**src/sv/bfa_pkg.sv**
```systemverilog
// ----------------------------------------------------------------------------
// bfa_pkg: shared definitions for the bitmap first-free allocator
// Holds the operation and status codes, field widths, reset values and the
// result type of the byte search unit.
// ----------------------------------------------------------------------------
`default_nettype none

package bfa_pkg;

	// Width of the slot index fields and reach of an index.
	localparam int IDX_W = 8;
	localparam int IDX_REACH = 256;

	// Width of the slot count register and of the active limit.
	localparam int LIM_W = 9;
	localparam logic [LIM_W-1:0] SLOTS_RESET = 9'd256;

	// Default number of slots in the bitmap.
	localparam int DEFAULT_NUM_SLOTS = 256;

	// Request operation codes.
	typedef enum logic [2:0] {
		OP_ALLOC = 3'd0,
		OP_FREE  = 3'd1,
		OP_SET   = 3'd2,
		OP_CLEAR = 3'd3,
		OP_GET   = 3'd4
	} op_t;

	// Result status codes.
	localparam logic [1:0] ST_OK    = 2'd0;
	localparam logic [1:0] ST_NONE  = 2'd1;
	localparam logic [1:0] ST_RANGE = 2'd2;

	// Outcome of searching one bitmap byte for its lowest free slot.
	typedef struct packed {
		logic       found;
		logic [2:0] pos;
		logic       last;
	} search_t;

endpackage

`default_nettype wire

```
**src/sv/bfa_byte_search.sv**
```systemverilog
// ----------------------------------------------------------------------------
// bfa_byte_search: lowest free slot in one bitmap byte
// Masks off the slots of the byte at or above the active limit, finds the
// lowest clear bit among the rest and tells whether this is the last byte
// below the limit.
// ----------------------------------------------------------------------------
`default_nettype none

module bfa_byte_search #(
	parameter int BYTE_AW = 5
) (
	input  wire logic [7:0]                byte_data,
	input  wire logic [BYTE_AW-1:0]        byte_addr,
	input  wire logic [bfa_pkg::LIM_W-1:0] limit,
	output bfa_pkg::search_t               result
);

	localparam int LIM_W = bfa_pkg::LIM_W;

	logic [LIM_W-1:0] base;
	logic [LIM_W-1:0] remain;
	logic             in_range;
	logic [7:0]       cand;

	// First slot of this byte and the slots left below the limit.
	assign base     = LIM_W'({byte_addr, 3'b000});
	assign in_range = limit > base;
	assign remain   = limit - base;

	// Free slots of the byte that lie below the limit.
	always_comb begin
		for (int i = 0; i < 8; i++) begin
			cand[i] = in_range && (remain > LIM_W'(i)) && !byte_data[i];
		end
	end

	// Priority encode the lowest candidate.
	always_comb begin
		result.pos = 3'd0;
		for (int i = 7; i >= 0; i--) begin
			if (cand[i]) begin
				result.pos = 3'(i);
			end
		end
		result.found = |cand;
		result.last  = !in_range || (remain <= LIM_W'(8));
	end

endmodule

`default_nettype wire

```
**src/sv/bfa_bitmap.sv**
```systemverilog
// ----------------------------------------------------------------------------
// bfa_bitmap: slot bitmap storage
// One byte per eight slots, one read and one write port. Reset clears every
// byte so that all slots start out free.
// ----------------------------------------------------------------------------
`default_nettype none

module bfa_bitmap #(
	parameter int MAP_BYTES = 32,
	parameter int BYTE_AW   = 5
) (
	input  wire logic               clk,
	input  wire logic               arst_n,
	input  wire logic [BYTE_AW-1:0] rd_addr,
	output logic      [7:0]         rd_data,
	input  wire logic               wr_en,
	input  wire logic [BYTE_AW-1:0] wr_addr,
	input  wire logic [7:0]         wr_data
);

	logic [7:0] map_q [MAP_BYTES];

	// Byte storage, cleared as a whole by reset.
	always_ff @(posedge clk or negedge arst_n) begin
		if (!arst_n) begin
			for (int i = 0; i < MAP_BYTES; i++) begin
				map_q[i] <= 8'h00;
			end
		end else if (wr_en) begin
			map_q[wr_addr] <= wr_data;
		end
	end

	assign rd_data = map_q[rd_addr];

endmodule

`default_nettype wire

```
**src/sv/bitmap_first_free_allocator.sv**
```systemverilog
// ----------------------------------------------------------------------------
// bitmap_first_free_allocator: first-fit slot allocator over a bitmap
// Sequencer around the bitmap storage and a one-byte search unit.
// ----------------------------------------------------------------------------
// The block takes one request at a time and answers each with exactly one
// result. Free, set, clear and get touch a single bitmap byte: the request
// passes through the scan and response states, and the next request can be
// taken once the block is back in idle. Alloc walks the bitmap one byte per
// cycle from slot zero through the byte search unit. At least one byte is
// always scanned, and at most the active limit divided by eight and rounded
// up. Requests are stalled while one is in flight; a finished result waits in
// the output register until it is taken. The slot count register must be
// written only while the block is idle; the block itself does not enforce it.
// ----------------------------------------------------------------------------
`default_nettype none

module bitmap_first_free_allocator #(
	parameter int NUM_SLOTS = bfa_pkg::DEFAULT_NUM_SLOTS
) (
	input  wire logic                      clk,
	input  wire logic                      arst_n,
	// Request channel.
	input  wire logic                      req_valid,
	output logic                           req_stall,
	input  wire logic [2:0]                op,
	input  wire logic [bfa_pkg::IDX_W-1:0] slot_index,
	// Result channel.
	output logic                           rsp_valid,
	input  wire logic                      rsp_stall,
	output logic      [1:0]                status,
	output logic      [bfa_pkg::IDX_W-1:0] granted_index,
	output logic                           bit_value,
	// Slot count register write.
	input  wire logic                      cfg_wr_en,
	input  wire logic [bfa_pkg::LIM_W-1:0] cfg_wr_data
);

	localparam int IDX_W       = bfa_pkg::IDX_W;
	localparam int LIM_W       = bfa_pkg::LIM_W;
	localparam int REACH_SLOTS = (NUM_SLOTS < bfa_pkg::IDX_REACH) ? NUM_SLOTS
	                                                              : bfa_pkg::IDX_REACH;
	localparam int MAP_BYTES   = (REACH_SLOTS + 7) / 8;
	localparam int BYTE_AW     = (MAP_BYTES > 1) ? $clog2(MAP_BYTES) : 1;
	localparam logic [LIM_W-1:0] REACH_LIM = LIM_W'(REACH_SLOTS);

	typedef enum logic [2:0] {
		ST_IDLE = 3'b001,
		ST_SCAN = 3'b010,
		ST_RESP = 3'b100
	} state_t;

	state_t               state_q;
	logic [LIM_W-1:0]     slots_in_use_q;
	logic [BYTE_AW-1:0]   ptr_q;
	logic                 rsp_valid_q;

	logic [2:0]           op_q;
	logic [IDX_W-1:0]     idx_q;
	logic [LIM_W-1:0]     lim_q;
	logic                 range_ok_q;
	logic [1:0]           res_status_q;
	logic [IDX_W-1:0]     res_granted_q;
	logic                 res_bit_q;
	logic [1:0]           status_q;
	logic [IDX_W-1:0]     granted_q;
	logic                 bit_q;

	logic                 req_take;
	logic                 out_free;
	logic [LIM_W-1:0]     lim_now;
	logic                 idx_ok_now;
	logic [7:0]           rd_data;
	logic                 wr_en;
	logic [7:0]           wr_data;
	logic [7:0]           bit_mask;
	logic                 scan_done;
	logic [1:0]           nxt_status;
	logic [IDX_W-1:0]     nxt_granted;
	logic                 nxt_bit;
	bfa_pkg::search_t     search;

	// Handshakes.
	assign req_stall = (state_q != ST_IDLE);
	assign req_take  = req_valid && !req_stall;
	assign out_free  = !rsp_valid_q || !rsp_stall;

	// Active limit: the slot count clipped to the bitmap's reach.
	assign lim_now    = (slots_in_use_q > REACH_LIM) ? REACH_LIM : slots_in_use_q;
	assign idx_ok_now = LIM_W'(slot_index) < lim_now;

	// Bitmap storage, read at the scan pointer and written back there.
	bfa_bitmap #(
		.MAP_BYTES (MAP_BYTES),
		.BYTE_AW   (BYTE_AW)
	) u_bitmap (
		.clk     (clk),
		.arst_n  (arst_n),
		.rd_addr (ptr_q),
		.rd_data (rd_data),
		.wr_en   (wr_en),
		.wr_addr (ptr_q),
		.wr_data (wr_data)
	);

	// Search unit for the byte under the pointer.
	bfa_byte_search #(
		.BYTE_AW (BYTE_AW)
	) u_search (
		.byte_data (rd_data),
		.byte_addr (ptr_q),
		.limit     (lim_q),
		.result    (search)
	);

	// Work of one scan cycle: the result, the bitmap update and completion.
	always_comb begin
		wr_en       = 1'b0;
		wr_data     = rd_data;
		scan_done   = 1'b1;
		nxt_status  = bfa_pkg::ST_OK;
		nxt_granted = '0;
		nxt_bit     = 1'b0;
		bit_mask    = 8'h01 << idx_q[2:0];
		if (state_q == ST_SCAN) begin
			unique case (op_q)
				bfa_pkg::OP_ALLOC: begin
					if (search.found) begin
						wr_en       = 1'b1;
						wr_data     = rd_data | (8'h01 << search.pos);
						nxt_granted = IDX_W'({ptr_q, search.pos});
					end else if (search.last) begin
						nxt_status = bfa_pkg::ST_NONE;
					end else begin
						scan_done = 1'b0;
					end
				end
				bfa_pkg::OP_FREE: begin
					if (!range_ok_q) begin
						nxt_status = bfa_pkg::ST_RANGE;
					end else if ((rd_data & bit_mask) != 8'h00) begin
						wr_en   = 1'b1;
						wr_data = rd_data & ~bit_mask;
					end else begin
						nxt_status = bfa_pkg::ST_NONE;
					end
				end
				bfa_pkg::OP_SET: begin
					if (!range_ok_q) begin
						nxt_status = bfa_pkg::ST_RANGE;
					end else begin
						wr_en   = 1'b1;
						wr_data = rd_data | bit_mask;
					end
				end
				bfa_pkg::OP_CLEAR: begin
					if (!range_ok_q) begin
						nxt_status = bfa_pkg::ST_RANGE;
					end else begin
						wr_en   = 1'b1;
						wr_data = rd_data & ~bit_mask;
					end
				end
				bfa_pkg::OP_GET: begin
					if (!range_ok_q) begin
						nxt_status = bfa_pkg::ST_RANGE;
					end else begin
						nxt_bit = (rd_data & bit_mask) != 8'h00;
					end
				end
				default: begin
					// Unused codes leave the bitmap alone and report ok.
					nxt_status = bfa_pkg::ST_OK;
				end
			endcase
		end
	end

	// Sequencer, scan pointer, slot count register and result valid.
	always_ff @(posedge clk or negedge arst_n) begin
		if (!arst_n) begin
			state_q        <= ST_IDLE;
			ptr_q          <= '0;
			slots_in_use_q <= bfa_pkg::SLOTS_RESET;
			rsp_valid_q    <= 1'b0;
		end else begin
			if (cfg_wr_en) begin
				slots_in_use_q <= cfg_wr_data;
			end
			unique case (state_q)
				ST_IDLE: begin
					if (req_take) begin
						state_q <= ST_SCAN;
						if (op == bfa_pkg::OP_ALLOC || !idx_ok_now) begin
							ptr_q <= '0;
						end else begin
							ptr_q <= slot_index[BYTE_AW+2:3];
						end
					end
				end
				ST_SCAN: begin
					if (scan_done) begin
						state_q <= ST_RESP;
					end else begin
						ptr_q <= ptr_q + 1'b1;
					end
				end
				ST_RESP: begin
					if (out_free) begin
						state_q <= ST_IDLE;
					end
				end
				default: begin
					state_q <= ST_IDLE;
				end
			endcase
			if (state_q == ST_RESP && out_free) begin
				rsp_valid_q <= 1'b1;
			end else if (rsp_valid_q && !rsp_stall) begin
				rsp_valid_q <= 1'b0;
			end
		end
	end

	// Request fields, pending result and output payload.
	always_ff @(posedge clk) begin
		if (req_take) begin
			op_q       <= op;
			idx_q      <= slot_index;
			lim_q      <= lim_now;
			range_ok_q <= idx_ok_now;
		end
		if (state_q == ST_SCAN && scan_done) begin
			res_status_q  <= nxt_status;
			res_granted_q <= nxt_granted;
			res_bit_q     <= nxt_bit;
		end
		if (state_q == ST_RESP && out_free) begin
			status_q  <= res_status_q;
			granted_q <= res_granted_q;
			bit_q     <= res_bit_q;
		end
	end

	assign rsp_valid     = rsp_valid_q;
	assign status        = status_q;
	assign granted_index = granted_q;
	assign bit_value     = bit_q;

	// The bitmap is only written during a scan cycle.
	a_write_in_scan: assert property (@(posedge clk) disable iff (!arst_n)
		wr_en |-> (state_q == ST_SCAN))
		else $error("bitmap written outside a scan cycle");

	// The scan pointer never leaves the bitmap while scanning.
	a_ptr_bound: assert property (@(posedge clk) disable iff (!arst_n)
		(state_q == ST_SCAN) |-> (int'(ptr_q) < MAP_BYTES))
		else $error("scan pointer beyond the bitmap");

	// A granted slot lies below the limit in force for the request.
	a_grant_below_limit: assert property (@(posedge clk) disable iff (!arst_n)
		(state_q == ST_RESP && op_q == bfa_pkg::OP_ALLOC
		 && res_status_q == bfa_pkg::ST_OK) |-> (LIM_W'(res_granted_q) < lim_q))
		else $error("granted slot at or above the active limit");

	// A taken request always starts a scan cycle.
	a_take_to_scan: assert property (@(posedge clk) disable iff (!arst_n)
		req_take |=> (state_q == ST_SCAN))
		else $error("request taken without a scan");

	// A new result is loaded only when the output register is free.
	a_no_overwrite: assert property (@(posedge clk) disable iff (!arst_n)
		(rsp_valid_q && rsp_stall) |=> rsp_valid_q && $stable(status_q)
		&& $stable(granted_q) && $stable(bit_q))
		else $error("pending result overwritten");

endmodule

`default_nettype wire

```
**config.mk**
```make
export PLATFORM = sky130hd
export DESIGN_NAME = bitmap_first_free_allocator
export DESIGN_NICKNAME = d
export VERILOG_FILES = /design/src/sv/bfa_pkg.sv /design/src/sv/bfa_byte_search.sv /design/src/sv/bfa_bitmap.sv /design/src/sv/bitmap_first_free_allocator.sv
export SDC_FILE = /design/constraint.sdc
export NUM_CORES = 1
export LEC_CHECK = 0
export BUFFER_PORTS_ARGS = -buffer_cell sky130_fd_sc_hd__buf_2
export CAP_MARGIN = 10
export CORE_ASPECT_RATIO = 0.7
export CORE_MARGIN = 2
export CORE_UTILIZATION = 35
export CTS_CLUSTER_SIZE = 16
export DETAILED_ROUTE_END_ITERATION = 6
export GPL_ROUTABILITY_DRIVEN = 0
export MAX_ROUTING_LAYER = met4
export PLACE_DENSITY_LB_ADDON = 0.3
export RECOVER_POWER = 25
export SYNTH_ARGS = -nofsm -noshare
export SYNTH_HDL_FRONTEND = slang
export SYNTH_SLANG_ARGS = --single-unit
```
**constraint.sdc**
```tcl
create_clock -name clk -period 8.4 [get_ports clk]
set_input_delay 0.42 -clock clk [delete_from_list [all_inputs] [get_ports clk]]
set_output_delay 0.42 -clock clk [all_outputs]
set_load 0.005 [all_outputs]
```
* Word level (Yosys, flattened, before mapping)
Cells that the tools add are included.
** Cells by class
- Add/subtract/negate cells :: 2
- $lt $le $gt $ge :: 14
- Equality and inequality tests :: 12
- Shift-type cells :: 2
- Mux-type cells :: 48
- Bitwise operators :: 6
- Reductions and logical operators :: 49
** Operator list (number)
- bitwise mux 256 bit :: 1
- 2-to-1 mux 8 bit :: 9
- binary-select mux 8 bit (select 5 bit) :: 1
- demux 8 bit (select 5 bit) :: 1
- greater-than comparator 9 x 3 -> 1 bit (second input constant) :: 4
- 2-to-1 mux 3 bit :: 11
- case mux 8 bit (4 select lines) :: 1
- logical AND 1 bit :: 21
- greater-than comparator 9 x 1 -> 1 bit (second input constant) :: 2
- greater-than comparator 9 x 2 -> 1 bit (second input constant) :: 2
- AND 8 bit :: 2
- OR 8 bit :: 2
- left shift 1 x 3 -> 8 bit (first input constant) :: 2
- 2-to-1 mux 5 bit :: 3
- 2-to-1 mux 1 bit :: 14
- zero test 1 bit :: 13
- AND reduction 3 bit :: 4
- case mux 5 bit (2 select lines) :: 1
- equality test 3 x 2 -> 1 bit (second input constant) :: 3
- greater-than comparator 9 x 8 -> 1 bit :: 1
- greater-than comparator 9 bit (second input constant) :: 1
- <= comparator 9 x 4 -> 1 bit (second input constant) :: 1
- less-than comparator 8 x 9 -> 1 bit :: 1
- 2-to-1 mux 9 bit :: 1
- 21 further kinds :: 31
** Storage, ports and cells
- Bits in registers :: 312
- Input port bits :: 25
- Output and inout bits :: 13
- Logic and storage cells :: 179

* Depth between registers and ports, before layout
Gate-level depths: netlist of the first run.
- Word-level depth :: 20
- Gate-level depth with buffers :: 17
- Gate-level depth less buffers :: 13

* Cells and area by module
Synthesis of the first run repeated with hierarchy kept, for this count alone.
** Second synthesis, totals
- Cells, all modules :: 1033
- Area total of the unflattened synthesis :: 15105.7 µm²
** By module, submodules not included
- bfa_bitmap :: times used 1, cells each 699, area an instance 11648.7 µm²
- bitmap_first_free_allocator :: times used 1, cells each 252, area an instance 2906.5 µm²
- bfa_byte_search :: times used 1, cells each 82, area an instance 550.5 µm²

* Worst setup path before layout of the first run
Ideal clock, no wire load.
- Path kind :: register to register
- Start point :: reg ptr_q[1]
- End point :: reg res_bit_q (enable)
- Library setup time :: 0.293 ns
- Arrival time :: 4.038 ns
- Required time :: 8.107 ns
- Slack :: 4.069 ns
- Stages on the path, launching flop included :: 16
- Path through :: dfrtp_1 -> buf_6 -> buf_6 -> buf_6 -> buf_2 -> inv_1 -> fa_1 -> or2_2 -> o22ai_1 -> o2111ai_1 -> nor4b_1 -> o32ai_2 -> a31o_2 -> or4_1 -> clkbuf_1 -> and2_1
** Between the ends
- Cells in the longest elaborated chain, start to end :: 11
- Elaborated cells between the ends (all ways) :: 47
- Those cells by class :: add/sub: 1; order compare: 10; mux: 7; bitwise: 1; reduce/logical: 28
** Ends and longest elaborated chain
- start, declared :: line bitmap_first_free_allocator.sv:54 : logic [BYTE_AW-1:0] ptr_q;
- start signal, assigned :: line bitmap_first_free_allocator.sv:196 : ptr_q <= slot_index[BYTE_AW+2:3];
- start signal, assigned :: line bitmap_first_free_allocator.sv:204 : ptr_q <= ptr_q + 1'b1;
- branches (longest 7 deep; another with subtractor 9 x 8 -> 9 bit)
- 2-to-1 mux 1 bit (*) :: line bitmap_first_free_allocator.sv:127 : if (search.found) begin
- 2-to-1 mux 1 bit (*) :: line bitmap_first_free_allocator.sv:125 : unique case (op_q)
- 2-to-1 mux 1 bit (*) :: line bitmap_first_free_allocator.sv:124 : if (state_q == ST_SCAN) begin
- logical AND 1 bit (*) :: line bitmap_first_free_allocator.sv:232 : if (state_q == ST_SCAN && scan_done) begin
- end signal, assigned :: line bitmap_first_free_allocator.sv:235 : res_bit_q <= nxt_bit;
- end, declared :: line bitmap_first_free_allocator.sv:63 : logic res_bit_q;
Every way passes the cells marked *. The select of a mux whose other input is x is not followed.
A chain may end at the register's enable or synchronous reset.

* Worst setup path after layout of the first run
- Start point :: reg ptr_q[1]
- End point :: reg u_bitmap.map_q[57] (netlist bit)
** Between the ends
- Cells in the longest elaborated chain, start to end :: 20
- Elaborated cells between the ends (all ways) :: 71
- Those cells by class :: add/sub: 1; order compare: 11; shift: 1; mux: 26; bitwise: 5; reduce/logical: 27
** Ends and longest elaborated chain
- branches (longest 20 deep; another with subtractor 9 x 8 -> 9 bit)
- end signal, assigned by index :: line bfa_bitmap.sv:30 : map_q[wr_addr] <= wr_data;
- end, declared :: line bfa_bitmap.sv:21 : logic [7:0] map_q [MAP_BYTES];
Parallel ways; which one is timed is not known. The select of a mux whose other input is x is not followed.

==> results.md, run 1 <==
* Avg Synthesized Cell Area at 13.2 um^2
* Static Leak at 7.93 nW
* Clock sink count at 312
* Sequential area share after synthesis at around half
* Number of instances resized during post-cts repair at 0
* Die Area at 47100 um^2
* Number of global-route vias before repair at 10000
* Area added between synthesis and finish at 11.1%
* Setup-violating endpoint count in the final report at 0
* Number of nets in the synthesized netlist at ~1200
* Die Y at 182 um
* Cell count after synthesis at between 1000 and 1500
* Core region area at 44900 um^2
* Utilization after layout at 39.3%
* Max IR drop VDD at 0.000148 V
* Result of the run: completed
* Detailed Routing Iterations Pass 1 at 5
* Minimum clock period after layout at 5640 ps
* Endpoint kind of the worst setup timing path: flip-flop
* DRT iter0 DRCs at about 900
* Via density per instance at 5.57
* Worst Hold Class: input port to flip-flop
* Critical Path Source Type: flip-flop
* Initial antenna violation count at 1
* Largest fanout on the critical path at 37
* Deepest clock path buffer count at 3
* Global routing usage summed across all routing layers at 18.8%
* CTS Buf Count at 30
* Count of nets after finishing at between 1000 and 1500
* Worst Path Arrival at between 6000 and 7000 ps
* H-tree depth at 1
* Maximum operating frequency at 177 MHz
* Cell variety after synth at 84
* Final count of pins violating max slew at 0
* Setup TNS after final layout at 0 ps
* Synthesis warning total at 0
* Classification of the worst setup path: flip-flop to flip-flop
* Setup repair after global routing missed its margin: no
* Leading cell types in the layout, fill and taps excluded: sky130_fd_sc_hd__dfrtp_1, sky130_fd_sc_hd__mux2_2, sky130_fd_sc_hd__mux2i_1, sky130_fd_sc_hd__o22ai_1, sky130_fd_sc_hd__nand2_1
* Leading cell type in the layout, fill and taps excluded: sky130_fd_sc_hd__dfrtp_1
* Fraction of synthesis flops using an asynchronous set or reset pin at 87.8%
* Initial Utilization at 35.4%
* Post-route clock period utilization at 67.1%
* Slew HR at 26.3%
* Remaining routing DRC violations at 0
* Clock latency on the worst-skew pair at around 580 ps
* Die Span X at ~260 um
* Post-synthesis register bit count at 312
* Wirelength, routed at 42.8 mm
* Number of rows in the core area at 65
* Count of vias placed by the detailed router at 10200
* Power density over the cells at about 240 nW/um^2
* Number of endpoints with negative hold slack in the final report at 0
* Number of I/O port buffers at 37
* Flip-flop cell with the highest count after synthesis: sky130_fd_sc_hd__dfrtp_1
* # IOs at 38
* Clock transition at path regs at 70 ps
* Post-synthesis cell area at 15900 um^2
* Antenna diodes at 0
* Final clock skew at approximately 12 ps
* First-pass GRT wire length at 66.0 mm
* Required time reported for the critical path endpoint at 8860 ps
* Post-route antenna net violation count at 0
* Max Cap Violations at 0
* Transition time at the pin with the least slew margin at 1100 ps
* Share of post-route cells with drive strength above 1 at 34.0%
* Largest net degree at the start of global routing at 133
* Clock tree from TritonCTS: built
* Dpl hpwl at ~29 mm
* Clk Tree Root Cell: sky130_fd_sc_hd__clkbuf_16
* Routed wire length per instance at 23.3 um
* GR Overflow Total at 0
* Post-CTS setup-driven buffer insertion count at 0
* Number of enable-type register cells in the synthesized netlist at 38
-- flip-flops by register name (all words and copies together) (netlist names), 5 cells and up --
signal,cells
slots_in_use_q,9
u_bitmap.map_q,256
lim_q,9
granted_index,8
ptr_q,5
res_granted_q,8
-- worst max-delay path, stage by stage (launching register included) --
cell                        delay (ps)
sky130_fd_sc_hd__dfrtp_4           870
sky130_fd_sc_hd__inv_1             290
sky130_fd_sc_hd__fa_1              510
sky130_fd_sc_hd__or2_2             280
sky130_fd_sc_hd__o22ai_1           230
sky130_fd_sc_hd__o2111ai_1         280
sky130_fd_sc_hd__nor4b_1           570
sky130_fd_sc_hd__o32ai_2           230
sky130_fd_sc_hd__a31o_2            290
sky130_fd_sc_hd__o21ai_4           750
sky130_fd_sc_hd__buf_4             550
sky130_fd_sc_hd__a21oi_2           270
sky130_fd_sc_hd__mux2_2            360
-- cells in the mapped netlist (13+ instances only) --
cell type / number / area, um^2
sky130_fd_sc_hd__edfxtp_1: 38 / 1140
sky130_fd_sc_hd__nand3_1: 16 / 80.1
sky130_fd_sc_hd__a211oi_4: 19 / 380
sky130_fd_sc_hd__o22ai_1: 67 / 419
sky130_fd_sc_hd__nand2b_1: 13 / 81.3
sky130_fd_sc_hd__ha_1: 16 / 200
sky130_fd_sc_hd__nand2_1: 39 / 146
sky130_fd_sc_hd__buf_2: 19 / 95.1
sky130_fd_sc_hd__nor3_1: 15 / 75.1
sky130_fd_sc_hd__mux2_4: 16 / 240
sky130_fd_sc_hd__clkbuf_1: 37 / 139
sky130_fd_sc_hd__mux2i_1: 131 / 1310
sky130_fd_sc_hd__buf_6: 16 / 180
sky130_fd_sc_hd__mux2_2: 242 / 2730
sky130_fd_sc_hd__a21oi_1: 13 / 65.1
sky130_fd_sc_hd__inv_1: 22 / 82.6
sky130_fd_sc_hd__dfrtp_1: 272 / 6810
sky130_fd_sc_hd__nor2_1: 31 / 116
-- kinds of logic after synthesis --
kind of cell	synth area share [%]
buf+inv	3.61
compound gates	10.2
fa+ha+maj	1.39
mux	27.5
flops	50.4
simple gates	6.85
-- path summary, 6_finish.rpt --
path                                         start                              end  slack [ps]  cells after the start
min in group asynchronous                   arst_n    slots_in_use_q[1]$_DFFE_PN0P_         520                      2
max                           ptr_q[1]$_DFFE_PN0P_   u_bitmap.map_q[57]$_DFFE_PN0P_        2760                     12
max in group asynchronous                   arst_n  u_bitmap.map_q[235]$_DFFE_PN0P_        6190                      3
min                                          op[2]                op_q[2]$_DFFE_PP_          70                      1
min reg2reg                res_bit_q$_SDFFCE_PN0P_              bit_value$_DFFE_PP_         420                      0
max reg2reg                   ptr_q[1]$_DFFE_PN0P_   u_bitmap.map_q[57]$_DFFE_PN0P_        2760                     12
-- area by class of cell --
| type | instances | area (um^2) |
|---|---|---|
| Clock buffer | 38 | 862 |
| Clock inverter | 18 | 255 |
| Fill cell | 4298 | 27300 |
| Inverter | 27 | 101 |
| Multi-Input combinational cell | 787 | 7350 |
| Sequential cell | 312 | 8000 |
| Tap cell | 603 | 754 |
| Timing Repair Buffer | 52 | 315 |
-- layer usage --
layer	routed length (um)	GRT usage (%)	up-vias
li1	-	-	4515
met1	22100	30.1	5337
met2	17000	24.2	333
met3	3280	4.22	42
met4	478	2.40	0
met5	0	-	-
-- metrics by stage --
stage	area (um^2)	setup WS, ps	hold slack, ps	total power, mW	cells
after floorplan	15900	4070	124	2.50	1204
after global placement	16500	3020	407	2.73	1780
after detailed placement	16500	2810	405	2.74	1780
after global routing	17600	2540	48.0	4.42	1837
final	17600	2760	67.2	4.24	1837
after CTS	17600	2780	21.6	4.26	1837
-- report_power, final --
group / switching [mW] / leakage [nW] / total, mW / internal, mW
clock: 0.611 / 0.543 / 1.52 / 0.909
combinational: 0.626 / 3.23 / 0.971 / 0.344
sequential: 0.159 / 4.15 / 1.75 / 1.59
-- what timing repair did --
| item | 4_1_cts | 5_1_grt |
|---|---|---|
| endpoints found under the hold margin | 1 | 0 |
| hold buffers | 1 | 0 |
| endpoints found under the setup margin | 0 | 0 |
Note: power is estimated with default switching activity, not from simulation.
==> run 2: changes to the inputs <==
==> constraint.sdc (replaced) <==
create_clock -name clk -period 4.9 [get_ports clk]
set_input_delay 0.245 -clock clk [delete_from_list [all_inputs] [get_ports clk]]
set_output_delay 0.245 -clock clk [all_outputs]
set_load 0.005 [all_outputs]
==> results.md, run 2 (synthesis results as in run 1) <==
* Cell Count, Final, Fillers Out at 1907
* Leading cell types in the layout, fill and taps excluded: sky130_fd_sc_hd__dfrtp_1, sky130_fd_sc_hd__mux2_2, sky130_fd_sc_hd__mux2i_1, sky130_fd_sc_hd__o22ai_1, sky130_fd_sc_hd__buf_4
* Dpl hpwl at 30.5 mm
* Cells after DPL at approximately 1800
* Clock sink count at 312
* Hold path start: slot_index[3]
* Clk Tree Root Cell: sky130_fd_sc_hd__clkbuf_16
* Die Area at ~47000 um^2
* Crit. Startpoint: ptr_q[3]$_DFFE_PN0P_
* Largest fanout on the critical path at 14
* Endpoint kind of the worst setup timing path: flip-flop
* Share of post-route cells with drive strength above 1 at around 36%
* Minimum clock period after layout at 4630 ps
* Filler cell count in the final layout at 4223
* Post-route antenna net violation count at 0
* Transition time at the pin with the least slew margin at ~2800 ps
* Cell area reported after detailed placement at 17100 um^2
* Worst r2r src: ptr_q[3]$_DFFE_PN0P_
* Deepest clock path buffer count at 3
* Global routing usage summed across all routing layers at 19.6%
* Core region area at 44900 um^2
* Max Cap Violations at 1
* Antenna diodes at 0
* # IOs at 38
* Area added between synthesis and finish at 15.7%
* Power density over the cells at 398 nW/um^2
* Leading cell type in the layout, fill and taps excluded: sky130_fd_sc_hd__dfrtp_1
* Cell-by-cell trace of the critical path: inv_1 > ha_1 > inv_1 > a221oi_1 > o2111ai_1 > nor4b_1 > o32ai_2 > a31o_2 > o21ai_4 > buf_4 > a211oi_4 > buf_4 > mux2_4
* Max IR drop VDD at about 0.00033 V
* Setup-violating endpoint count in the final report at 0
* Slowest library cell on the worst path: sky130_fd_sc_hd__nor4b_1
* Cell area after layout at roughly 18000 um^2
* Number of instances resized during post-cts repair at 0
* Die Span X at between 200 and 300 um
* Post-route clock period utilization at a little over nine tenths
* Clock transition at path regs at 70 ps
* Die Y at 182 um
* Count of nets after finishing at 1322
* Clock latency on the worst-skew pair at 580 ps
* Number of I/O port buffers at 37
* DRT iter0 DRCs at 1044
* Largest register FFs at 256
* Count of vias placed by the detailed router at 10500
* Clock tree from TritonCTS: built
* Initial antenna violation count at 2
* Classification of the worst setup path: flip-flop to flip-flop
* Reg with most FFs: u_bitmap.map_q
* Final count of pins violating max slew at between 100 and 150
* Via density per instance at 5.50
* Utilization after layout at 40.9%
* R2r setup slk at 270 ps
* Number of global-route vias before repair at 10500
* H-tree depth at 1
* Final clock skew at ~22 ps
* Violated checks: capacitance limit, slew limit
* Initial Utilization at between 30 and 40%
* Setup TNS after final layout at 0 ps
* Largest net degree at the start of global routing at approximately 110
* Routed wire length per instance at about 23 um
* Post-route setup slack at 266 ps
* Static Leak at roughly 8.3 nW
* Number of endpoints with negative hold slack in the final report at 0
* CTS Buf Count at 31
* Detailed Routing Iterations Pass 1 at 5
* Remaining routing DRC violations at 0
* First-pass GRT wire length at 68.0 mm
* Number of rows in the core area at 65
* Slew HR at -86.6%
* Worst Hold Class: input port to flip-flop
* Setup slack at placement at 443 ps
* Maximum cell stage delay along the critical path at 590 ps
* Maximum operating frequency at 216 MHz
* Largest registers ranked by flip-flop count: u_bitmap.map_q x256, lim_q x9, slots_in_use_q x9
* Result of the run: finished with violations
* Wirelength, routed at 44.5 mm
* GR Overflow Total at 0
* Setup repair after global routing missed its margin: no
* Required time reported for the critical path endpoint at 5370 ps
* Critical Path Source Type: flip-flop
* Worst Path Arrival at 5100 ps
-- run 2: changes by cell type in the layout (fill, tap and decap cells not counted), moves of 3 or more --
cell	before	now
sky130_fd_sc_hd__clkinvlp_2	3	0
sky130_fd_sc_hd__buf_4	13	46
sky130_fd_sc_hd__clkinv_1	7	4
sky130_fd_sc_hd__clkinv_2	3	7
sky130_fd_sc_hd__buf_12	1	17
sky130_fd_sc_hd__dlygate4sd3_1	1	20
-- run 2: stage by stage --
| step | total power, mW | hold slack, ps |
|---|---|---|
| final | 7.31 | 80.5 |
| after floorplan | 4.29 | -50.6 |
| after global placement | 4.75 | 368 |
| after CTS | 7.34 | 51.8 |
| after global routing | 7.61 | 68.3 |
| after detailed placement | 4.76 | 377 |
-- run 2: worst paths after layout --
| kind | depth (start not counted) | endpoint |
|---|---|---|
| worst max-delay path | 13 | u_bitmap.map_q[24]$_DFFE_PN0P_ |
| worst min-delay path | 3 | ptr_q[0]$_DFFE_PN0P_ |
| worst max register to register | 13 | u_bitmap.map_q[24]$_DFFE_PN0P_ |
| worst min register to register | 0 | granted_index[6]$_DFFE_PP_ |
| max in group asynchronous | 3 | u_bitmap.map_q[173]$_DFFE_PN0P_ |
| min in group asynchronous | 2 | slots_in_use_q[3]$_DFFE_PN0P_ |
-- run 2: critical path, delay by kind of cell (launching register included) --
family          cells  cell delay (ps)
buf+inv             4              890
flops               1              510
simple gates        1              590
fa+ha+maj           1              450
mux                 1              300
compound gates      6             1780
-- run 2: layer usage --
layer | part of all wire (%) | vias up | GRT usage [%]
met5 | 0 | - | -
met4 | 1.5 | 0 | 3.38
met3 | 7.3 | 49 | 3.94
met2 | 40 | 321 | 25.3
met1 | 51 | 5445 | 31.1
li1 | - | 4669 | -
-- run 2: power by group --
part           switching, mW  total (mW)  internal, mW
clock                   1.05        2.56          1.51
combinational           1.26        1.91         0.648
sequential             0.108        2.84          2.73
total                   2.42        7.31          4.90
-- run 2: area by class of cell --
type,instances,area [um^2],area share [%]
inverter,27,101,0.552
clock buffer,42,912,4.97
timing repair buffer,121,1070,5.82
multi-input combinational,787,7340,39.9
tap,603,754,4.11
sequential,312,8000,43.6
clock inverter,15,188,1.02
-- run 2: repair_timing --
item	4_1_cts	5_1_grt
hold buffers	20	0
buffers inserted	0	0
hold endpoints to repair	124	0
